===== src/hdl/tsc_pkg.sv =====
// tsc_pkg: shared types and constants of the cycle-counter timestamp clock.
// Used by the channel interfaces and by every tsc module; depends on nothing.

package tsc_pkg;

  // Query kinds carried with every input word
  typedef enum logic [1:0] {
    KIND_SYNC  = 2'd0,
    KIND_RT_NS = 2'd1,
    KIND_RT_US = 2'd2,
    KIND_MONO  = 2'd3
  } kind_e;

  // Field widths
  localparam int unsigned CycW  = 64;
  localparam int unsigned SysW  = 63;
  localparam int unsigned TimeW = 64;
  localparam int unsigned SecW  = 35;
  localparam int unsigned SubW  = 30;
  localparam int unsigned RegW  = 32;

  // Register reset values
  localparam logic [RegW-1:0] ScaleReset  = 32'd134217728;
  localparam logic [RegW-1:0] ResyncReset = 32'd1000000;

  // Fixed-point cycle conversion: hi*scale << 5, lo*scale >> 27
  localparam int unsigned ScaleShift = 5;
  localparam int unsigned LoShift    = RegW - ScaleShift;

  // Seconds split: 1e9 = 2^9 * 5^9, so t/1e9 = (t >> 9) / 5^9.
  // SecRecip = floor(2^55 / 5^9) = floor(2^64 / 1e9); the estimate is low by at most one.
  localparam logic [SubW-1:0] NsPerSec      = 30'd1000000000;
  localparam int unsigned     SecPreShift   = 9;
  localparam logic [SecW-1:0] SecRecip      = 35'd18446744073;
  localparam int unsigned     SecRecipShift = 55;

  // Microseconds: r/1000 = (r >> 3) / 125, exact with ceil(2^34 / 125) for r < 2^30
  localparam int unsigned UsPreShift   = 3;
  localparam int unsigned UsRecipW     = 28;
  localparam logic [UsRecipW-1:0] UsRecip = 28'd137438954;
  localparam int unsigned UsRecipShift = 34;

  // One accepted query
  typedef struct packed {
    kind_e            kind;
    logic [CycW-1:0]  cycle_count;
    logic [SysW-1:0]  sys_time_ns;
  } item_t;

  // Conversion stage to split stage: either the system time or base plus delta
  typedef struct packed {
    logic              sel_sys;
    logic [SysW-1:0]   sys_time_ns;
    logic [TimeW-1:0]  base_time_ns;
    logic [TimeW-1:0]  delta_ns;
    logic              micro;
  } conv_t;

  // One result word
  typedef struct packed {
    logic [SecW-1:0] seconds;
    logic [SubW-1:0] subsecond;
    logic            resynced;
  } result_t;

endpackage


===== src/hdl/tsc_split.sv =====
// tsc_split: final time sum, split into seconds and sub-second, and the result register.
// Division by 1e9 by reciprocal multiply with one correction step; division by 1000 by exact reciprocal multiply.
// Depends on tsc_pkg.

module tsc_split (
  input  logic             clk_i,
  input  logic             rst_ni,
  input  logic             en_i,
  input  logic             conv_valid_i,
  input  tsc_pkg::conv_t   conv_i,
  output logic             res_valid_o,
  output tsc_pkg::result_t res_o
);
  import tsc_pkg::*;

  localparam int unsigned XW    = TimeW - SecPreShift;      // shifted time width
  localparam int unsigned XHW   = XW - RegW;                // upper slice of it
  localparam int unsigned RHW   = SecW - RegW;              // upper slice of reciprocal
  localparam int unsigned ProdW = XW + SecW;
  localparam int unsigned RemW  = SubW + 1;                 // remainder below 2e9
  localparam int unsigned UsW   = SubW - UsPreShift + UsRecipW;

  localparam logic [RegW-1:0] RecipLo = SecRecip[RegW-1:0];
  localparam logic [RHW-1:0]  RecipHi = SecRecip[SecW-1:RegW];

  // Valid chain, one bit per stage
  logic [7:0]              v_q;
  // Stage A
  conv_t                   a_q;
  // Stage B
  logic [TimeW-1:0]        t_d, t_q;
  logic                    b_micro_q, b_res_q;
  // Stage C
  logic [XW-1:0]           x;
  logic [63:0]             p_ll_d, p_ll_q;
  logic [XHW+RegW-1:0]     p_hl_d, p_hl_q;
  logic [RegW+RHW-1:0]     p_lh_d, p_lh_q;
  logic [XHW+RHW-1:0]      p_hh_d, p_hh_q;
  logic [RemW-1:0]         c_t_q;
  logic                    c_micro_q, c_res_q;
  // Stage D
  logic [ProdW-1:0]        sum;
  logic [SecW-1:0]         d_sec_q;
  logic [RemW-1:0]         d_t_q;
  logic                    d_micro_q, d_res_q;
  // Stage E
  logic [RemW-1:0]         qm_d, qm_q;
  logic [SecW-1:0]         e_sec_q;
  logic [RemW-1:0]         e_t_q;
  logic                    e_micro_q, e_res_q;
  // Stage F
  logic [RemW-1:0]         r_d, r_q;
  logic [SecW-1:0]         f_sec_q;
  logic                    f_micro_q, f_res_q;
  // Stage G
  logic [SecW-1:0]         sec_d, g_sec_q;
  logic [SubW-1:0]         ns_d, g_ns_q;
  logic                    g_micro_q, g_res_q;
  // Result register
  logic [UsW-1:0]          us_prod;
  result_t                 res_d, res_q;

  // Time to report
  assign t_d = a_q.sel_sys ? {1'b0, a_q.sys_time_ns}
                           : (a_q.base_time_ns + a_q.delta_ns);

  // Reciprocal partial products of (t >> 9)
  always_comb begin
    x      = t_q[TimeW-1:SecPreShift];
    p_ll_d = 64'(x[RegW-1:0]) * 64'(RecipLo);
    p_hl_d = (XHW+RegW)'(x[XW-1:RegW]) * (XHW+RegW)'(RecipLo);
    p_lh_d = (RegW+RHW)'(x[RegW-1:0]) * (RegW+RHW)'(RecipHi);
    p_hh_d = (XHW+RHW)'(x[XW-1:RegW]) * (XHW+RHW)'(RecipHi);
  end

  // Seconds estimate, low by at most one
  assign sum = ProdW'(p_ll_q) + (ProdW'(p_hl_q) << RegW) + (ProdW'(p_lh_q) << RegW) +
               (ProdW'(p_hh_q) << (2 * RegW));

  // Low bits of seconds times 1e9 are enough for the remainder
  assign qm_d = d_sec_q[RemW-1:0] * RemW'(NsPerSec);
  assign r_d  = e_t_q - qm_q;

  // Correction step
  always_comb begin
    if (r_q >= RemW'(NsPerSec)) begin
      sec_d = f_sec_q + 1'b1;
      ns_d  = SubW'(r_q - RemW'(NsPerSec));
    end else begin
      sec_d = f_sec_q;
      ns_d  = r_q[SubW-1:0];
    end
  end

  // Microsecond form and result word
  always_comb begin
    us_prod         = UsW'(g_ns_q[SubW-1:UsPreShift]) * UsW'(UsRecip);
    res_d.seconds   = g_sec_q;
    res_d.subsecond = g_micro_q ? SubW'(us_prod >> UsRecipShift) : g_ns_q;
    res_d.resynced  = g_res_q;
  end

  // Valid chain
  always_ff @(posedge clk_i or negedge rst_ni) begin
    if (!rst_ni) begin
      v_q <= '0;
    end else if (en_i) begin
      v_q <= {v_q[6:0], conv_valid_i};
    end
  end

  // Payload
  always_ff @(posedge clk_i) begin
    if (en_i) begin
      a_q       <= conv_i;
      t_q       <= t_d;
      b_micro_q <= a_q.micro;
      b_res_q   <= a_q.sel_sys;
      p_ll_q    <= p_ll_d;
      p_hl_q    <= p_hl_d;
      p_lh_q    <= p_lh_d;
      p_hh_q    <= p_hh_d;
      c_t_q     <= t_q[RemW-1:0];
      c_micro_q <= b_micro_q;
      c_res_q   <= b_res_q;
      d_sec_q   <= sum[ProdW-1:SecRecipShift];
      d_t_q     <= c_t_q;
      d_micro_q <= c_micro_q;
      d_res_q   <= c_res_q;
      qm_q      <= qm_d;
      e_sec_q   <= d_sec_q;
      e_t_q     <= d_t_q;
      e_micro_q <= d_micro_q;
      e_res_q   <= d_res_q;
      r_q       <= r_d;
      f_sec_q   <= e_sec_q;
      f_micro_q <= e_micro_q;
      f_res_q   <= e_res_q;
      g_sec_q   <= sec_d;
      g_ns_q    <= ns_d;
      g_micro_q <= f_micro_q;
      g_res_q   <= f_res_q;
      res_q     <= res_d;
    end
  end

  assign res_valid_o = v_q[7];
  assign res_o       = res_q;

endmodule


===== config.mk =====
export PLATFORM = sky130hd
export DESIGN_NAME = tsc_split
export DESIGN_NICKNAME = d
export VERILOG_FILES = /design/src/hdl/tsc_pkg.sv /design/src/hdl/tsc_split.sv
export SDC_FILE = /design/constraint.sdc
export NUM_CORES = 2
export LEC_CHECK = 0
export ABC_AREA = 1
export BUFFER_PORTS_ARGS = -buffer_cell sky130_fd_sc_hd__clkbuf_2
export CORE_ASPECT_RATIO = 0.5
export CORE_MARGIN = 1.5
export CORE_UTILIZATION = 60
export DETAILED_ROUTE_END_ITERATION = 7
export HOLD_SLACK_MARGIN = 0.12
export PLACE_DENSITY = 0.83
export SLEW_MARGIN = 40
export SYNTH_ARGS = -nofsm -noshare
export SYNTH_HDL_FRONTEND = slang
export SYNTH_SLANG_ARGS = --single-unit

===== constraint.sdc =====
create_clock -name clk_i -period 10.3 [get_ports clk_i]
set_input_delay 2.575 -clock clk_i [delete_from_list [all_inputs] [get_ports clk_i]]
set_output_delay 2.575 -clock clk_i [all_outputs]
set_load 0.005 [all_outputs]

# After elaboration in Yosys (flattened, before gate mapping)
# Cells that the tools add are included.
# totals
reg_bits	831
latchBits	0
ram_bits	0
rom_bits	0
inputBits	197
out_inout_bits	67
word_cells	54
n_memories	0
# classes
n_addsub	7
multipliers	4
div_mod_pow	0
n_lt_le_gt_ge	1
eq_ne	0
n_shift	0
muxes	4
n_bitwise	0
reduce_logical	0
# op_table
operator	count
$add 88x89->90	1
$add 87x66->88	1
$add 63x86->87	1
$add 64x64->64	1
$mul 32x31->63 const B	1
$mux 63	1
$mul 23x31->54 const B	1
$mul 27x27->54 const B	1
$add 35x1->35 const B	1
$mux 35	1
$ge 31x30->1 const B	1
$mul 31x21->22 const B	1
$sub 31x31->31	1
$mux 30	1
$sub 30x30->30 const B	1
$mux 21	1

# Longest topological paths before layout
# depth
depth_word	3
depth_mapped	29
mapped_depth_nobuf	29

# Worst setup path before layout
# Ideal clock, no wire load.
# synth_path
kind	register to register
from	register t_q[26]
to	register p_ll_q[45], data pin
setup_ns	0.253
t_arrival_ns	5.889
t_required_ns	10.047
path_slack_ns	4.158
path_stages_with_launch	26
path_buffers	0
period_less_slack_ns	6.142
path_cell_list	edfxtp_1 > inv_1 > fa_1 > inv_1 > ha_1 > inv_1 > fa_1 > fa_1 > inv_1 > fa_1 > fa_1 > fa_1 > inv_1 > fa_1 > inv_1 > ha_1 > nand2_1 > nor2_1 > inv_1 > nor2_1 > inv_1 > nor2_1 > inv_1 > or2_2 > nand4_1 > nand2_1
# synth_between
elab_chain_len	1
# synth_lines
element	line_no	rtl
start: declaration	tsc_split.sv:31	logic [TimeW-1:0] t_d, t_q;
start signal: assignment	tsc_split.sv:116	t_q <= t_d;
$mul 32x31->63	tsc_split.sv:70	p_ll_d = 64'(x[RegW-1:0]) * 64'(RecipLo);
via p_ll_d[45]	tsc_split.sv:35	logic [63:0] p_ll_d, p_ll_q;
end signal: assignment	tsc_split.sv:119	p_ll_q <= p_ll_d;
end: declaration	tsc_split.sv:35	
# The timed path passes the listed nets, and every way through them passes these cells.
# A chain may end at the register's enable or synchronous reset.

# Worst setup path after layout
# layout_path
from	register t_q[27]
to	register p_ll_q[39], data pin
# Same word-level chain as after synthesis.

==> summary.md <==
| Metric | Value |
|---|---|
| Status | `completed` |
| Syn Nets | `11.5k` |
| Vias in the first global route | `64.0k` |
| TNS Setup | `0 ns` |
| Vias | `63.2k` |
| Number of port buffers | `263` |
| GRT Overall Usage | `35.3%` |
| Largest family of logic cells by synthesized area | `adder cells` |
| Fin. Hold Viols | `0` |
| Register area | `23,100 um2` |
| Clock root cell | `clkbuf_16` |
| M3 GR Usage | `6.61%` |
| Area Growth Syn to Fin | `7.55%` |
| Ys Warns | `0` |
| Mean Syn Cell Area | `9.00 um2` |
| Layout cells sized above 1 | `4.49%` |
| RSZ-0062 raised after global routing | `false` |
| EDFF count, synth | `764` |
| Synth Area in Compound Gates | `5.50%` |
| CP max FO | `11` |
| Footprint of the multi-input gates | `50,500 um2` |
| Placer Congestion | `1.03` |
| Post-Syn Area | `82,700 um2` |
| Drt total wl | `244,000 um` |
| Share of synthesized registers carrying an async set or reset | `1.04%` |
| GR peak layer | `met2` |
| #FFs+latches synth | `772` |
| Grt ovf | `0` |
| Vias per Instance | `5.54` |
| Final instance area | `88,900 um2` |
| CTS Hold Bufs | `0` |
| Filler cell count | `11.1k` |
| Crit-path max cell delay | `0.75 ns` |
| Clock transition at the registers of the reported paths | `0.07 ns` |
| Critical path's slowest cell | `edfxtp_1` |
| Drt first-iter violations | `5,716` |
| Synth Flop Type | `edfxtp_1` |
| Cts bufs inserted | `74` |
| Setup ws final | `3.21 ns` |
| CTS sink cnt | `772` |
| Worst Skew | `0.0540 ns` |
| Minimum clock period after layout | `7.09 ns` |
| Max-slew violations | `0` |
| Antenna viol nets, final | `0` |
| Placement Cell Area | `86,300 um2` |
| Die area | `140,000 um2` |
| Cts repair resizes | `0` |
| Initial DRT Pass Iterations | `6` |
| GR Layer Usage met2 | `55.1%` |
| IO Pins | `264` |
| Maximum clock frequency | `0.141 GHz` |
| # DRC | `0` |
| Setup bufs post-CTS | `0` |
| Register area share after synthesis | `28.0%` |
| CTS tree | `built` |
| CTS max path bufs | `3` |
| Required time of the critical path | `10.78 ns` |
| Crit path cell chain | `inv_1 > fa_1 > inv_1 > ha_1 > inv_1 > fa_1 > fa_1 > inv_1 > fa_1 > fa_1 > fa_1 > inv_1 > fa_1 > inv_1 > ha_1 > nand2_1 > nor2_1 > inv_1 > nor2_1 > inv_1 > nor2_1 > nor2_1 > nand3_1 > xor2_1` |
| Core ar. | `137,000 um2` |
| DIE WIDTH | `528 um` |
| Pre-CTS setup slack | `3.18 ns` |
| Initial antenna violation count | `9` |
| Post-synthesis mux area share | `0.0272%` |
| NumNets Final | `11.8k` |
| Headroom to the max-slew limit | `40.1%` |
| Final setup fails | `0` |
| Most common cell after layout, fill and taps aside | `inv_1` |
| H-tree Lvls | `3` |
| Worst-margin pin slew | `0.899 ns` |
| Most common cell on crit path | `inv_1` |
| Max-cap viol count | `0` |
| First-pass GRT wire length | `371,000 um` |
| Met1 Use GR | `49.6%` |
| Final worst-path cycle share | `68.9%` |
| Hold Crit Class | `reg2reg` |
| Worst Path Arrival | `7.58 ns` |
| Skew-Pair Late Insertion Delay | `0.72 ns` |
| Critical Path Start Type | `flop` |
| Post-Synth Adder-Cell Area | `39.2%` |
| Xor and xnor area share after synthesis | `1.99%` |
| Final Util | `64.9%` |
| Critical Path Sink Type | `flop` |
| Crit Path Category | `reg2reg` |
| Avg WL per Cell | `21.4 um` |
| Largest net degree at the start of global routing | `161` |
| Commonest cells after routing, fill and taps aside | `inv_1, nand2_1, ha_1` |
| Die Span Y | `265 um` |
| DPL Wire Length | `207,000 um` |
| Effective utilization at floorplan | `60.4%` |
| Distinct cell type count after synthesis | `46` |
| Post-Synth Simple-Gate Area | `14.5%` |
| Row count | `96` |
| Synthesized instance count | `9,187` |
[sequential cells by signal, summed over array words and instances, names as in the netlist, 8 cells and up]
signal	count
a_q	193
c_t_q	30
d_sec_q	35
d_t_q	31
e_sec_q	35
e_t_q	31
f_sec_q	35
g_ns_q	30
g_sec_q	35
p_hh_q	23
p_hl_q	51
p_lh_q	11
p_ll_q	31
qm_q	20
r_q	31
res_o	66
t_q	64
v_q	8
[cells by family (layout without fill, tap and decap cells)]
family,after synthesis,in the layout
buffers and inverters,2383,2776
AOI/OAI and AO/OA,842,842
xor gates and xnor gates,188,188
DFF,772,772
adders and majority gates,2073,2073
muxes,2,2
and+or+nand+nor,2927,2927
other,0,8
[worst paths after layout]
path / startpoint / to / slack [ns] / depth (start not counted)
setup / recovery: t_q[27]$_DFFE_PP_ / p_ll_q[39]$_DFFE_PP_ / 3.21 / 24
hold / removal: d_micro_q$_DFFE_PP_ / e_micro_q$_DFFE_PP_ / 0.40 / 0
setup reg to reg: t_q[27]$_DFFE_PP_ / p_ll_q[39]$_DFFE_PP_ / 3.21 / 24
hold reg to reg: d_micro_q$_DFFE_PP_ / e_micro_q$_DFFE_PP_ / 0.40 / 0
max in group asynchronous: rst_ni / v_q[6]$_DFFE_PN0P_ / 8.38 / 1
min in group asynchronous: rst_ni / v_q[0]$_DFFE_PN0P_ / 1.74 / 1
[per-stage QoR]
stage,hold WS (ns),cells
floorplan,0.400,9187
global placement,0.401,11300
detailed placement,0.405,11300
CTS,0.396,11400
global route,0.409,11400
finish,0.396,11400
[critical path: cells and delay by family, from the launching register on]
family | cells | cell delay [ns]
AND/OR/NAND/NOR | 6 | 0.99
buffers and inverters | 8 | 0.67
XOR/XNOR | 1 | 0.36
flip-flops | 1 | 0.75
adder cells (fa/ha/maj) | 9 | 4.10
[cell usage after synthesis (18+ instances only)]
library cell	n	area, um2
inv_1	2351	8820
nand2_1	1728	6490
ha_1	1216	15200
fa_1	857	17200
edfxtp_1	764	22900
nor2_1	618	2320
a21oi_1	397	1990
nand3_1	342	1710
o21ai_0	299	1500
xor2_1	137	1200
nor3_1	83	415
nand4_1	70	438
o21bai_1	51	383
xnor2_1	51	447
a21o_1	24	180
nor4_1	24	150
or2_2	20	125
nand3b_1	18	135
[routing by layer]
layer,up-vias,wire [um]
met4,2,9580
met3,497,22400
met2,2669,107000
met5,-,13
li1,29600,-
met1,30400,105000
[final cells by class]
class / count / share of cell area (%)
Antenna cell: 8 / 0.0225
Clock buffer: 89 / 2.16
Clock inverter: 46 / 0.624
Inverter: 2353 / 9.94
Multi-Input combinational cell: 6032 / 56.9
Sequential cell: 772 / 26.0
Tap cell: 1813 / 2.55
Timing Repair Buffer: 288 / 1.82
Power is left out: the tool's default activity adds up to more than one toggle a clock period on the data nets, which glitch-free logic cannot reach.
